<file path="config.mk">
export PLATFORM = sky130hd
export DESIGN_NAME = tqle_ctrl
export DESIGN_NICKNAME = d
export VERILOG_FILES = /design/src/hdl/tqle_pkg.sv /design/src/hdl/tqle_ctrl.sv
export SDC_FILE = /design/constraint.sdc
export NUM_CORES = 1
export LEC_CHECK = 0
export ABC_CLOCK_PERIOD_IN_PS = 2000
export BUFFER_PORTS_ARGS = -buffer_cell sky130_fd_sc_hd__buf_2
export CORE_AREA = 2 2 39 41
export CTS_BUF_LIST = sky130_fd_sc_hd__clkbuf_8 sky130_fd_sc_hd__clkbuf_16
export DETAILED_ROUTE_END_ITERATION = 6
export DIE_AREA = 0 0 41 43
export PLACE_DENSITY = 0.69
export SYNTH_ARGS = -nofsm -noshare
export SYNTH_HDL_FRONTEND = slang
export SYNTH_SLANG_ARGS = --single-unit
</file>
<file path="constraint.sdc">
create_clock -name clk -period 2 [get_ports clk]
set_input_delay 0.2 -clock clk [delete_from_list [all_inputs] [get_ports clk]]
set_output_delay 0.2 -clock clk [all_outputs]
set_load 0.02 [all_outputs]
</file>
<file path="src/hdl/tqle_pkg.sv">
// Shared constants, command codes and control/status structs for the Q-learning engine.
// Used by tqle_ctrl, tqle_dp and the top level tabular_q_learning_engine.
package tqle_pkg;

	localparam int NUM_STATES = 16;
	localparam int ROW_W      = (NUM_STATES > 1) ? $clog2(NUM_STATES) : 1;
	localparam int NUM_ACT    = 4;
	localparam int VAL_W      = 32;
	localparam int ROW_BITS   = NUM_ACT * VAL_W;

	// Reciprocal for the row modulo: floor(mag * RECIP / 2^32) is at most one below mag / N.
	localparam logic [31:0] ROW_RECIP = 32'((64'd1 << 32) / NUM_STATES);

	localparam logic [31:0] Q_ONE       = 32'h0001_0000;
	localparam logic [15:0] DECAY_MUL   = 16'd64881;
	localparam logic [15:0] RATE_FLOOR  = 16'd655;
	localparam logic [15:0] RATE_RESET  = 16'd6554;
	localparam logic [15:0] ALPHA_RESET = 16'd6554;
	localparam logic [15:0] GAMMA_RESET = 16'd62259;

	localparam int CFG_IDX_W = 1;
	localparam logic [CFG_IDX_W-1:0] REG_LEARNING = 1'b0;
	localparam logic [CFG_IDX_W-1:0] REG_DISCOUNT = 1'b1;

	typedef enum logic [1:0] {
		CMD_TRAIN   = 2'd0,
		CMD_PREDICT = 2'd1,
		CMD_GET     = 2'd2,
		CMD_DECAY   = 2'd3
	} cmd_t;

	// One enable per datapath step.
	typedef struct packed {
		logic capture;
		logic mod_mul;
		logic row_fix;
		logic mem_read;
		logic eval;
		logic gmul;
		logic target;
		logic amul;
		logic update;
		logic load_out;
	} dp_cmd_t;

	typedef struct packed {
		logic train_path;
		logic out_busy;
	} dp_sts_t;

endpackage

</file>
<file path="src/hdl/tqle_ctrl.sv">
// Controller of the Q-learning engine: one-hot sequencer that steps the datapath.
// Depends on tqle_pkg.
module tqle_ctrl (
	input  logic                 clk,
	input  logic                 arst_n,
	input  logic                 in_valid,
	output logic                 in_stall,
	input  tqle_pkg::dp_sts_t    dp_sts,
	output tqle_pkg::dp_cmd_t    dp_cmd
);
	import tqle_pkg::*;

	typedef enum logic [9:0] {
		S_IDLE = 10'b00_0000_0001,
		S_MOD  = 10'b00_0000_0010,
		S_ROW  = 10'b00_0000_0100,
		S_READ = 10'b00_0000_1000,
		S_EVAL = 10'b00_0001_0000,
		S_GMUL = 10'b00_0010_0000,
		S_TGT  = 10'b00_0100_0000,
		S_AMUL = 10'b00_1000_0000,
		S_UPD  = 10'b01_0000_0000,
		S_OUT  = 10'b10_0000_0000
	} state_t;

	state_t state_q, state_d;

	always_comb begin
		state_d = state_q;
		dp_cmd  = '0;
		unique case (state_q)
			S_IDLE: begin
				if (in_valid) begin
					dp_cmd.capture = 1'b1;
					state_d        = S_MOD;
				end
			end
			S_MOD: begin
				dp_cmd.mod_mul = 1'b1;
				state_d        = S_ROW;
			end
			S_ROW: begin
				dp_cmd.row_fix = 1'b1;
				state_d        = S_READ;
			end
			S_READ: begin
				dp_cmd.mem_read = 1'b1;
				state_d         = S_EVAL;
			end
			S_EVAL: begin
				dp_cmd.eval = 1'b1;
				state_d     = dp_sts.train_path ? S_GMUL : S_OUT;
			end
			S_GMUL: begin
				dp_cmd.gmul = 1'b1;
				state_d     = S_TGT;
			end
			S_TGT: begin
				dp_cmd.target = 1'b1;
				state_d       = S_AMUL;
			end
			S_AMUL: begin
				dp_cmd.amul = 1'b1;
				state_d     = S_UPD;
			end
			S_UPD: begin
				dp_cmd.update = 1'b1;
				state_d       = S_OUT;
			end
			S_OUT: begin
				// hold the result until the output register frees up
				if (!dp_sts.out_busy) begin
					dp_cmd.load_out = 1'b1;
					state_d         = S_IDLE;
				end
			end
			default: state_d = S_IDLE;
		endcase
	end

	always_ff @(posedge clk or negedge arst_n) begin
		if (!arst_n) begin
			state_q <= S_IDLE;
		end else begin
			state_q <= state_d;
		end
	end

	assign in_stall = (state_q != S_IDLE);

endmodule

</file>
**Word level (Yosys, flattened, before mapping)**

Index checks and enable logic that the tools add are counted.

- Muxes and demuxes: 16
- Reductions and logical operators: 1
- Equal/unequal tests: 13

Operators by type and width:

| kind | count |
|---|---|
| one-hot mux 10 bit (10 select lines) | 1 |
| two-way mux 10 bit | 3 |
| two-way mux 1 bit | 12 |
| == test 10 x 1 -> 1 bit, second input constant | 1 |
| == test 10 bit, second input constant | 1 |
| == test 10 x 2 -> 1 bit, second input constant | 1 |
| == test 10 x 3 -> 1 bit, second input constant | 1 |
| == test 10 x 4 -> 1 bit, second input constant | 1 |
| == test 10 x 5 -> 1 bit, second input constant | 1 |
| == test 10 x 6 -> 1 bit, second input constant | 1 |
| == test 10 x 7 -> 1 bit, second input constant | 1 |
| == test 10 x 8 -> 1 bit, second input constant | 1 |
| == test 10 x 9 -> 1 bit, second input constant | 1 |
| != test 10 x 1 -> 1 bit, second input constant | 1 |
| != test 2 bit, second input constant | 2 |
| AND reduction 2 bit | 1 |

- Logic and storage cells: 31
- Output and inout bits: 11
- Bits of input ports: 5
- Register bits: 10

**Logic depth before layout (Yosys ltp)**

Gate-level depths: netlist of run 1.

- Word-level depth: 3
- Mapped depth: 6
- Gate-level depth less buffers: 5

**Worst setup path after synthesis of run 1**

No wires, ideal clock.

- Kind: register -> output
- From: register state_q[1]
- To: output dp_cmd[9] (netlist bit)
- Cell stages (with the launch flop): 5
- Arrival time: 1.924 ns
- Path buffers: 0
- Data required time: 1.800 ns
- Path slack: -0.124 ns
- Cells stage by stage: dfrtp_1 or4_4 or2_1 or3b_4 nor2_1

RTL lines:

| element | line | RTL |
|---|---|---|
| start: declaration | tqle_ctrl.sv:26 | `state_t state_q, state_d;` |
| start signal: assignment | tqle_ctrl.sv:85 | `state_q <= state_d;` |
| end: declaration | tqle_ctrl.sv:9 | `output tqle_pkg::dp_cmd_t dp_cmd` |

==> results of run 1 <==
## critical path: stages, from the launching register on
cell and delay (ns):
dfrtp_1 0.37, or4_4 0.53, or2_1 0.26, or3b_4 0.41
nor2_4 0.09, buf_6 0.12
## metal layers
layer	up-vias	part of all wire, %
met1	260	48
met5	-	0
met3	2	3.9
li1	292	-
met4	0	1.1
met2	12	47
## kinds of logic (layout without fill, tap and decap cells)
group                    Yosys count  after routing  synth area share, %
AND/OR/NAND/NOR                   36             36                40.43
flip-flops                        10             10                42.77
AO/OA/AOI/OAI                      9              9                9.574
buffers and inverters              4             38                2.552
XOR/XNOR                           2              2                2.979
adder cells (fa/ha/maj)            1              1                1.702
## timing repair
item / in CTS / in global routing
hold buffers: 1 / 0
buffers inserted: 4 / 3
pin swaps: 8 / 6
setup endpoints to repair: 8 / 11
hold endpoints to repair: 9 / 0
gates resized for setup: 17 / 5
## layout by cell type, fill, tap and decap left out
cell / instances
buf_4: 20
buf_2: 9
nor3b_2: 6
nor2_1: 6
dfrtp_1: 6
nor3b_1: 5
clkbuf_8: 4
inv_1: 3
o21ai_0: 3
dfrtp_2: 3
nand2_1: 2
nand2_2: 2
and4bb_2: 2
nand3b_1: 2
o22ai_1: 2
nor3_2: 1
nor3_1: 1
or3_4: 1
or4_4: 1
nor3_4: 1
or2_1: 1
or3b_4: 1
nor4_2: 1
nor2_4: 1
a21boi_0: 1
o2bb2ai_2: 1
xnor2_1: 1
nand2b_1: 1
a21oi_1: 1
maj3_1: 1
xor2_1: 1
a211oi_1: 1
and2_1: 1
dlygate4sd3_1: 1
buf_6: 1
dfstp_2: 1
## cell type report
type | count | area (sq um)
clock buffers | 4 | 55.05
inverters | 3 | 11.26
multi-input cells | 48 | 392.9
repair buffers | 31 | 216.5
fillers | 109 | 432.9
well taps | 16 | 20.02
flip-flops and latches | 10 | 255.2
## final timing paths
| path | from | slack [ns] | end |
|---|---|---|---|
| max reg2reg | state_q[2]$_DFFE_PN0P_ | 0 | state_q[5]$_DFFE_PN0P_ |
| min in group asynchronous | arst_n | 0.36 | state_q[1]$_DFFE_PN0P_ |
| max | state_q[2]$_DFFE_PN0P_ | -0.21 | dp_cmd[9] |
| min | in_valid | 0.14 | state_q[0]$_DFFE_PN1P_ |
| max in group asynchronous | arst_n | 1.38 | state_q[0]$_DFFE_PN1P_ |
| min reg2reg | state_q[4]$_DFFE_PN0P_ | 0.52 | state_q[6]$_DFFE_PN0P_ |
## power by group
part	leakage [nW]	internal (W)	switching [W]
sequential	0.130	0.000240	0.0000398
combinational	0.279	0.000298	0.000270
clock	0.0288	0.000173	0.0000757
## metrics by stage
step                      utilization, %  cells
after global routing               68.72    112
after detailed placement           54.97    101
final                              68.72    112
after global placement             54.97    101
after floorplan                        -     62
after CTS                          66.09    109
==> summary.md, run 1 <==
| Metric | Value |
|---|---|
| Hold_ws | `0.1435 ns` |
| Syn_area_per_cell | `9.485 sq um` |
| Top-area cell type share of the netlist area | `38.30%` |
| Tot GR Track Use | `18.90%` |
| Nets | `102` |
| Clk sinks | `10` |
| Synth top area cells | `dfrtp_1 (38%), nor3b_1 (13%), dfstp_2 (4.5%)` |
| Warning count from the yosys run | `0` |
| Pwr dens | `1153 nW/um^2` |
| CTS buffer count | `3` |
| Root Buffer | `clkbuf_8` |
| Number of diodes | `0` |
| CTS tree | `done` |
| CP arrival | `2.01 ns` |
| Leak | `0.4379 nW` |
| Grt total ovfl | `0` |
| Share of cells above drive strength 1 | `58.33%` |
| Max FFs per register | `10` |
| Clk pin slew, worst setup/hold paths | `0.05 ns` |
| Worst IR Drop VDD | `893.6 uV` |
| Wire length per cell | `12.46 um` |
| Number of synthesized register bits | `10` |
| Max cap viols | `0` |
| RSZ-0062 raised after global routing | `true` |
| Setup slack after placement | `-0.0007822 ns` |
| Final worst path period need | `2.210 ns` |
| Critical Path RT | `1.80 ns` |
| Post-DP HPWL | `971.8 um` |
| Io pins | `16` |
| Final Instance Area | `950.9 sq um` |
| Post-synthesis net count | `67` |
| Final worst slack | `-0.2098 ns` |
| Site row count | `14` |
| Biggest regs | `state_q x10` |
| CTS Buffer Depth | `2` |
| Slew Viols, Final | `0` |
| Synth area leader | `dfrtp_1` |
| Worst clock skew | `0.004935 ns` |
| Pre-antenna DRT Iters | `3` |
| # DRC | `0` |
| Critical path class | `register to output port` |
| Die area | `1763 sq um` |
| Max Clock Freq | `452.5 MHz` |
| Antenna violations before repair | `0` |
| Final WL | `1396 um` |
| Worst-Margin Slew | `0.2569 ns` |
| Count leader, synth | `nor3b_1` |
| Finish-stage setup viols | `7` |
| Largest net degree at the start of global routing | `11` |
| Period utilisation layout | `110.5%` |
| Dpl cell area | `760.7 sq um` |
| Drt first-iter violations | `6` |
| Post-synth ARST share | `100.0%` |
| Die Y | `43 um` |
| Hold Violations, Final | `0` |
| Startpoint types | `register` |
| Largest Register | `state_q` |
| Buffers added on ports | `15` |
| GR Util met3 | `4.712%` |
| Htree depth | `1` |
| Initial core utilization | `42.50%` |
| Post-synthesis sequential area ratio | `42.77%` |
| Status | `finished, violations left` |
| Hold path depth | `2` |
| First-pass GRT wire length | `2159 um` |
| Worst min path class | `input pin to register` |
| Commonest cells post-synth | `nor3b_1 (10), dfrtp_1 (9), nor2_1 (7)` |
| Clk_lat worst skew | `0.23 ns` |
| Area Overhead vs Synth | `61.70%` |
| Post-synth EDFFs | `0` |
| Core area | `1384 sq um` |
| Top FF cell, synth | `dfrtp_1` |
| Vias in the first global route | `486` |
| Power consumption | `0.001096 W` |
| Met2 Track Usage GR | `23.75%` |
| Register-to-Register Path Depth | `9` |
| DR vias/cell | `5.054` |
| CP max FO | `4` |
| GRT Max-Usage Layer | `met1` |
| ANT nets after route | `0` |
| Crit end category | `output port` |
| Vias post-DR | `566` |
| Met1 Use GR | `28.91%` |
| Syn Std Cell Area | `588.1 sq um` |
| Setup TNS | `-0.7326 ns` |
| Failing checks | `setup timing` |
| Routability Congestion | `0.7531` |
| Netlist cell types | `27` |
| Die Width | `41 um` |
| Gate Count Post-Synth | `62` |
| Slew Limit Headroom | `82.87%` |
No activity file was read; power rests on OpenSTA's default activity.
==> run 2, diff against run 1 <==
Settings changed: ABC_CLOCK_PERIOD_IN_PS 2000 to 2430, SETUP_SLACK_MARGIN set to 0.3.
Clock period 2 ns to 2.43 ns, I/O delays scaled along.
==> summary.md, run 2 (synthesis gave the netlist of run 1 again) <==
| Metric | Value |
|---|---|
| Tot GR Track Use | `17.64%` |
| Worst IR Drop VDD | `620.7 uV` |
| Setup TNS | `0 ns` |
| Biggest regs | `state_q x10` |
| Non-filler instance count after layout | `102` |
| Final worst slack | `0.1545 ns` |
| Slew Limit Headroom | `83.73%` |
| Hold Violations, Final | `0` |
| R2r startpoint | `state_q[1]$_DFFE_PN0P_` |
| Worst clock skew | `0.003595 ns` |
| Die Y | `43 um` |
| Clk network pwr share | `25.4%` |
| CTS Buffer Depth | `2` |
| Largest net degree at the start of global routing | `11` |
| Vias post-DR | `558` |
| Area Overhead vs Synth | `37.02%` |
| Io pins | `16` |
| DR vias/cell | `5.471` |
| Root Buffer | `clkbuf_8` |
| Period utilisation layout | `93.64%` |
| Finish-stage setup viols | `0` |
| Clk sinks | `10` |
| Final worst path period need | `2.276 ns` |
| Pwr dens | `1020 nW/um^2` |
| Site row count | `14` |
| Logic gate share of total power | `46.8%` |
| Core area | `1384 sq um` |
| Critical Path RT | `2.19 ns` |
| Die area | `1763 sq um` |
| Slowest cell delay on critical path | `0.54 ns` |
| Setup slack after placement | `0.3041 ns` |
| Crit end category | `output port` |
| Routability Congestion | `0.6932` |
| Switching share of total power | `35.18%` |
| Pre-antenna DRT Iters | `4` |
| Largest Register | `state_q` |
| RSZ-0062 raised after global routing | `true` |
| CTS tree | `done` |
| Worst setup path startpoint | `state_q[1]$_DFFE_PN0P_` |
| Clk_lat worst skew | `0.24 ns` |
| Post-DP HPWL | `901.6 um` |
| Number of diodes | `0` |
| Die Width | `41 um` |
| CP arrival | `2.03 ns` |
| Final Instance Area | `805.8 sq um` |
| Switching pwr | `0.0002892 W` |
| Slowest CP cell | `or4_4` |
| Startpoint types | `register` |
| Sequential power share | `27.8%` |
| Worst min path class | `input pin to register` |
| CP max FO | `3` |
| Nets | `92` |
| Most frequent cells in the layout | `buf_2 (13), nor3b_1 (10), dfrtp_1 (8)` |
| Max FFs per register | `10` |
| Int Power | `0.0005329 W` |
| Share of cells above drive strength 1 | `38.37%` |
| CTS buffer count | `3` |
| Hold path depth | `2` |
| Placed insts | `92` |
| Final WL | `1351 um` |
| Dpl cell area | `681.9 sq um` |
| Htree depth | `1` |
| ANT nets after route | `0` |
| Antenna violations before repair | `0` |
| Status | `completed` |
| Leak | `0.3820 nW` |
| Commonest non-fill, non-tap cell in the layout | `buf_2` |
| Worst-Margin Slew | `0.2440 ns` |
| # DRC | `0` |
| Initial core utilization | `42.50%` |
| Buffers added on ports | `15` |
| Clk pin slew, worst setup/hold paths | `0.05 ns` |
| First-pass GRT wire length | `2125 um` |
| Wire length per cell | `13.25 um` |
| Worst-path cell chain | `or4_4 -> or2_4 -> or3b_4 -> nor2_4 -> buf_6` |
| Register-to-Register Path Depth | `5` |
| Slew Viols, Final | `0` |
| Critical path class | `register to output port` |
| Drt first-iter violations | `10` |
| Vias in the first global route | `527` |
| Hold path startpoint | `in_valid` |
| Hold_ws | `0.1734 ns` |
| Max Clock Freq | `439.5 MHz` |
| Max cap viols | `0` |
| Grt total ovfl | `0` |
-- run 2: cell count changes in the layout (fill, tap and decap cells not counted), sizes merged --
cell	delta
buf	-10
-- run 2: power groups by stage --
stage | registers, W | logic [W] | clock network [W]
floorplan | 0.000226 | 0.000224 | 0
global placement | 0.000232 | 0.000279 | 0
detailed placement | 0.000235 | 0.000285 | 0
CTS | 0.000228 | 0.000346 | 0.000215
global route | 0.000233 | 0.000412 | 0.000221
finish | 0.000229 | 0.000385 | 0.000208
-- run 2: final timing paths --
kind	endpoint	slack, ns
hold / removal	state_q[0]$_DFFE_PN1P_	0.17
setup / recovery	dp_cmd[9]	0.15
setup reg to reg	state_q[0]$_DFFE_PN1P_	0.49
max in group asynchronous	state_q[0]$_DFFE_PN1P_	1.75
hold reg to reg	state_q[6]$_DFFE_PN0P_	0.56
min in group asynchronous	state_q[4]$_DFFE_PN0P_	0.42
-- run 2: final cells by class --
type,instances,area [sq um]
well taps,16,20.02
inverters,3,11.26
multi-input cells,48,331.6
repair buffers,21,135.1
fillers,115,578.1
clock buffers,4,55.05
flip-flops and latches,10,252.7
-- run 2: per-stage QoR --
| step | utilization (%) | power (W) |
|---|---|---|
| after floorplan | - | 0.0004494 |
| after global placement | 49.28 | 0.0005117 |
| after detailed placement | 49.28 | 0.0005199 |
| after CTS | 57.23 | 0.0007891 |
| after global routing | 58.23 | 0.0008660 |
| final | 58.23 | 0.0008221 |
-- run 2: critical path: cells and delay by family, from the launching register on --
| family | cells | cell delay [ns] |
|---|---|---|
| flip-flops | 1 | 0.38 |
| buffers and inverters | 1 | 0.12 |
| AND/OR/NAND/NOR | 4 | 1.30 |
-- run 2: metal layers --
metal | wire (um) | track usage [%] | part of all wire, % | vias up
met5 | 0 | 0 | 0 | -
met1 | 557 | 24.66 | 41 | 259
met4 | 8 | 8.000 | 0.59 | 0
met2 | 719 | 26.56 | 53 | 25
li1 | - | - | - | 272
met3 | 66 | 1.571 | 4.9 | 2
-- run 2: timing repair --
item | CTS | global route
cloned | 0 | 0
buffers inserted | 4 | 1
resized for setup | 5 | 2
pin swaps | 2 | 1
hold buffers | 1 | 0
endpoints found under the hold margin | 9 | 0
endpoints found under the setup margin | 7 | 9
==> run 3, diff against run 2 <==
--- a/config.mk
+++ b/config.mk
@@ -7,3 +7,3 @@
 export LEC_CHECK = 0
-export ABC_CLOCK_PERIOD_IN_PS = 2430
+export ABC_CLOCK_PERIOD_IN_PS = 2910
 export BUFFER_PORTS_ARGS = -buffer_cell sky130_fd_sc_hd__buf_2
==> constraint.sdc (replaced) <==
create_clock -name clk -period 2.91 [get_ports clk]
set_input_delay 0.582 -clock clk [delete_from_list [all_inputs] [get_ports clk]]
set_output_delay 0.582 -clock clk [all_outputs]
set_load 0.02 [all_outputs]
==> summary.md, run 3 (synthesis gave the netlist of run 1 again) <==
| Metric | Value |
|---|---|
| Core area | `1384 sq um` |
| Status | `completed` |
| Worst-path cell chain | `or4_4 -> or2_4 -> or3b_4 -> nor2_4 -> buf_6` |
| Slew Limit Headroom | `84.37%` |
| Worst-Margin Slew | `0.2345 ns` |
| Wire length per cell | `12.28 um` |
| Dpl cell area | `679.4 sq um` |
| Htree depth | `1` |
| R2R setup slack | `1.05 ns` |
| Setup TNS | `0 ns` |
| CTS buffer count | `3` |
| Biggest regs | `state_q x10` |
| Drt first-iter violations | `10` |
| Nets | `90` |
| Setup slack after placement | `0.4652 ns` |
| Hold Violations, Final | `0` |
| Io pins | `16` |
| Site row count | `14` |
| Worst clock skew | `0.004139 ns` |
| CP arrival | `2.06 ns` |
| Vias in the first global route | `477` |
| First-pass GRT wire length | `2070 um` |
| Final Instance Area | `780.7 sq um` |
| Critical Path RT | `2.33 ns` |
| Hold_ws | `0.1966 ns` |
| Final worst path period need | `2.642 ns` |
| ANT nets after route | `0` |
| Root Buffer | `clkbuf_8` |
| Largest Register | `state_q` |
| Max cap viols | `0` |
| Period utilisation layout | `90.77%` |
| # DRC | `0` |
| Layout fillers | `126` |
| CP max FO | `4` |
| Post-DP HPWL | `829.5 um` |
| Register-to-Register Path Depth | `4` |
| Area Overhead vs Synth | `32.77%` |
| Seq. cell area | `251.5 sq um` |
| Number of diodes | `0` |
| R2r endpoint | `state_q[0]$_DFFE_PN1P_` |
| Routability Congestion | `0.6890` |
| Largest net degree at the start of global routing | `11` |
| CTS tree | `done` |
| Final worst slack | `0.2685 ns` |
| Max FFs per register | `10` |
| Final WL | `1228 um` |
| Slowest cell delay on critical path | `0.56 ns` |
| Pre-antenna DRT Iters | `4` |
| Finish-stage setup viols | `0` |
| Vias post-DR | `532` |
| Worst IR Drop VDD | `360.8 uV` |
| Slew Viols, Final | `0` |
| R2r startpoint | `state_q[2]$_DFFE_PN0P_` |
| Clk pin slew, worst setup/hold paths | `0.05 ns` |
| Die Width | `41 um` |
| Share of cells above drive strength 1 | `38.10%` |
| Initial core utilization | `42.50%` |
| Clk_lat worst skew | `0.24 ns` |
| Most frequent cells in the layout | `buf_2 (14), nor3b_1 (10), dfrtp_1 (9)` |
| Tot GR Track Use | `17.41%` |
| Antenna violations before repair | `0` |
| Slowest CP cell | `or4_4` |
| Leak | `0.3733 nW` |
| Max Clock Freq | `378.6 MHz` |
| Critical path class | `register to output port` |
| Die area | `1763 sq um` |
| Multi-input logic area | `341.6 sq um` |
| Worst setup path startpoint | `state_q[2]$_DFFE_PN0P_` |
| RSZ-0062 raised after global routing | `true` |
| End of the critical path | `dp_cmd[9]` |
| DR vias/cell | `5.320` |
| CTS Buffer Depth | `2` |
| Commonest non-fill, non-tap cell in the layout | `buf_2` |
| Worst min path class | `input pin to async pin` |
| Clk sinks | `10` |
| Buffers added on ports | `15` |
| Startpoint types | `register` |
| Die Y | `43 um` |
| Crit end category | `output port` |
| Post-CTS Hold Fix Bufs | `0` |
| Grt total ovfl | `0` |
| Pwr dens | `792.7 nW/um^2` |
run 3: changes by cell type in the layout (fill, tap and decap cells not counted):
cell	delta
buf_2	+1
buf_4	-1
buf_6	-1
clkbuf_8	-1
dfrtp_1	+1
dfrtp_2	-1
dlygate4sd3_1	-1
inv_1	+1
nor3_1	-2
nor3_2	+2
run 3: how the worst min path moves through the flow:
stage	startpoint	endpoint	depth (start not counted)
after floorplan	arst_n	state_q[1]$_DFFE_PN0P_	0
after global placement	arst_n	state_q[3]$_DFFE_PN0P_	1
after detailed placement	arst_n	state_q[3]$_DFFE_PN0P_	1
after CTS	arst_n	state_q[4]$_DFFE_PN0P_	1
after global routing	arst_n	state_q[7]$_DFFE_PN0P_	1
final	arst_n	state_q[5]$_DFFE_PN0P_	1
run 3: timing repair:
item	in CTS	in global routing
gates resized for setup	2	5
setup buffers	3	1
pin swaps	3	2
endpoints found under the setup margin	2	7
run 3: where the power goes:
| group | internal [W] | switching (W) | leakage (nW) | total [W] |
|---|---|---|---|---|
| combinational | 0.000130 | 0.000149 | 0.211 | 0.000279 |
| clock | 0.0000924 | 0.0000554 | 0.0269 | 0.000148 |
| sequential | 0.000165 | 0.0000278 | 0.135 | 0.000192 |
| total | 0.000387 | 0.000232 | 0.373 | 0.000619 |
run 3: layout make-up:
cell class | instances | area share (%)
timing repair buffer | 19 | 14.26
clock buffer | 3 | 5.288
clock inverter | 1 | 0.4808
sequential | 10 | 32.21
inverter | 3 | 1.442
tap | 16 | 2.564
multi-input combinational | 48 | 43.75
run 3: worst max-delay path: cells and delay by family, from the launching register on:
| kind | cells | cell delay, ns |
|---|---|---|
| buf+inv | 1 | 0.12 |
| flops | 1 | 0.38 |
| simple gates | 4 | 1.33 |
run 3: layer usage:
metal,up-vias,global-route usage [%],wire length [um]
met2,10,23.75,656
li1,269,-,-
met4,0,10.67,0
met5,-,0,0
met1,253,23.23,537
met3,0,5.236,35
run 3: metrics by stage:
step / utilization, % / instances / total power [W]
after detailed placement: 49.10 / 92 / 0.0004271
after floorplan: - / 62 / 0.0003725
final: 56.42 / 100 / 0.0006189
after global routing: 56.42 / 100 / 0.0006583
after CTS: 54.34 / 99 / 0.0005922
after global placement: 49.10 / 92 / 0.0004242
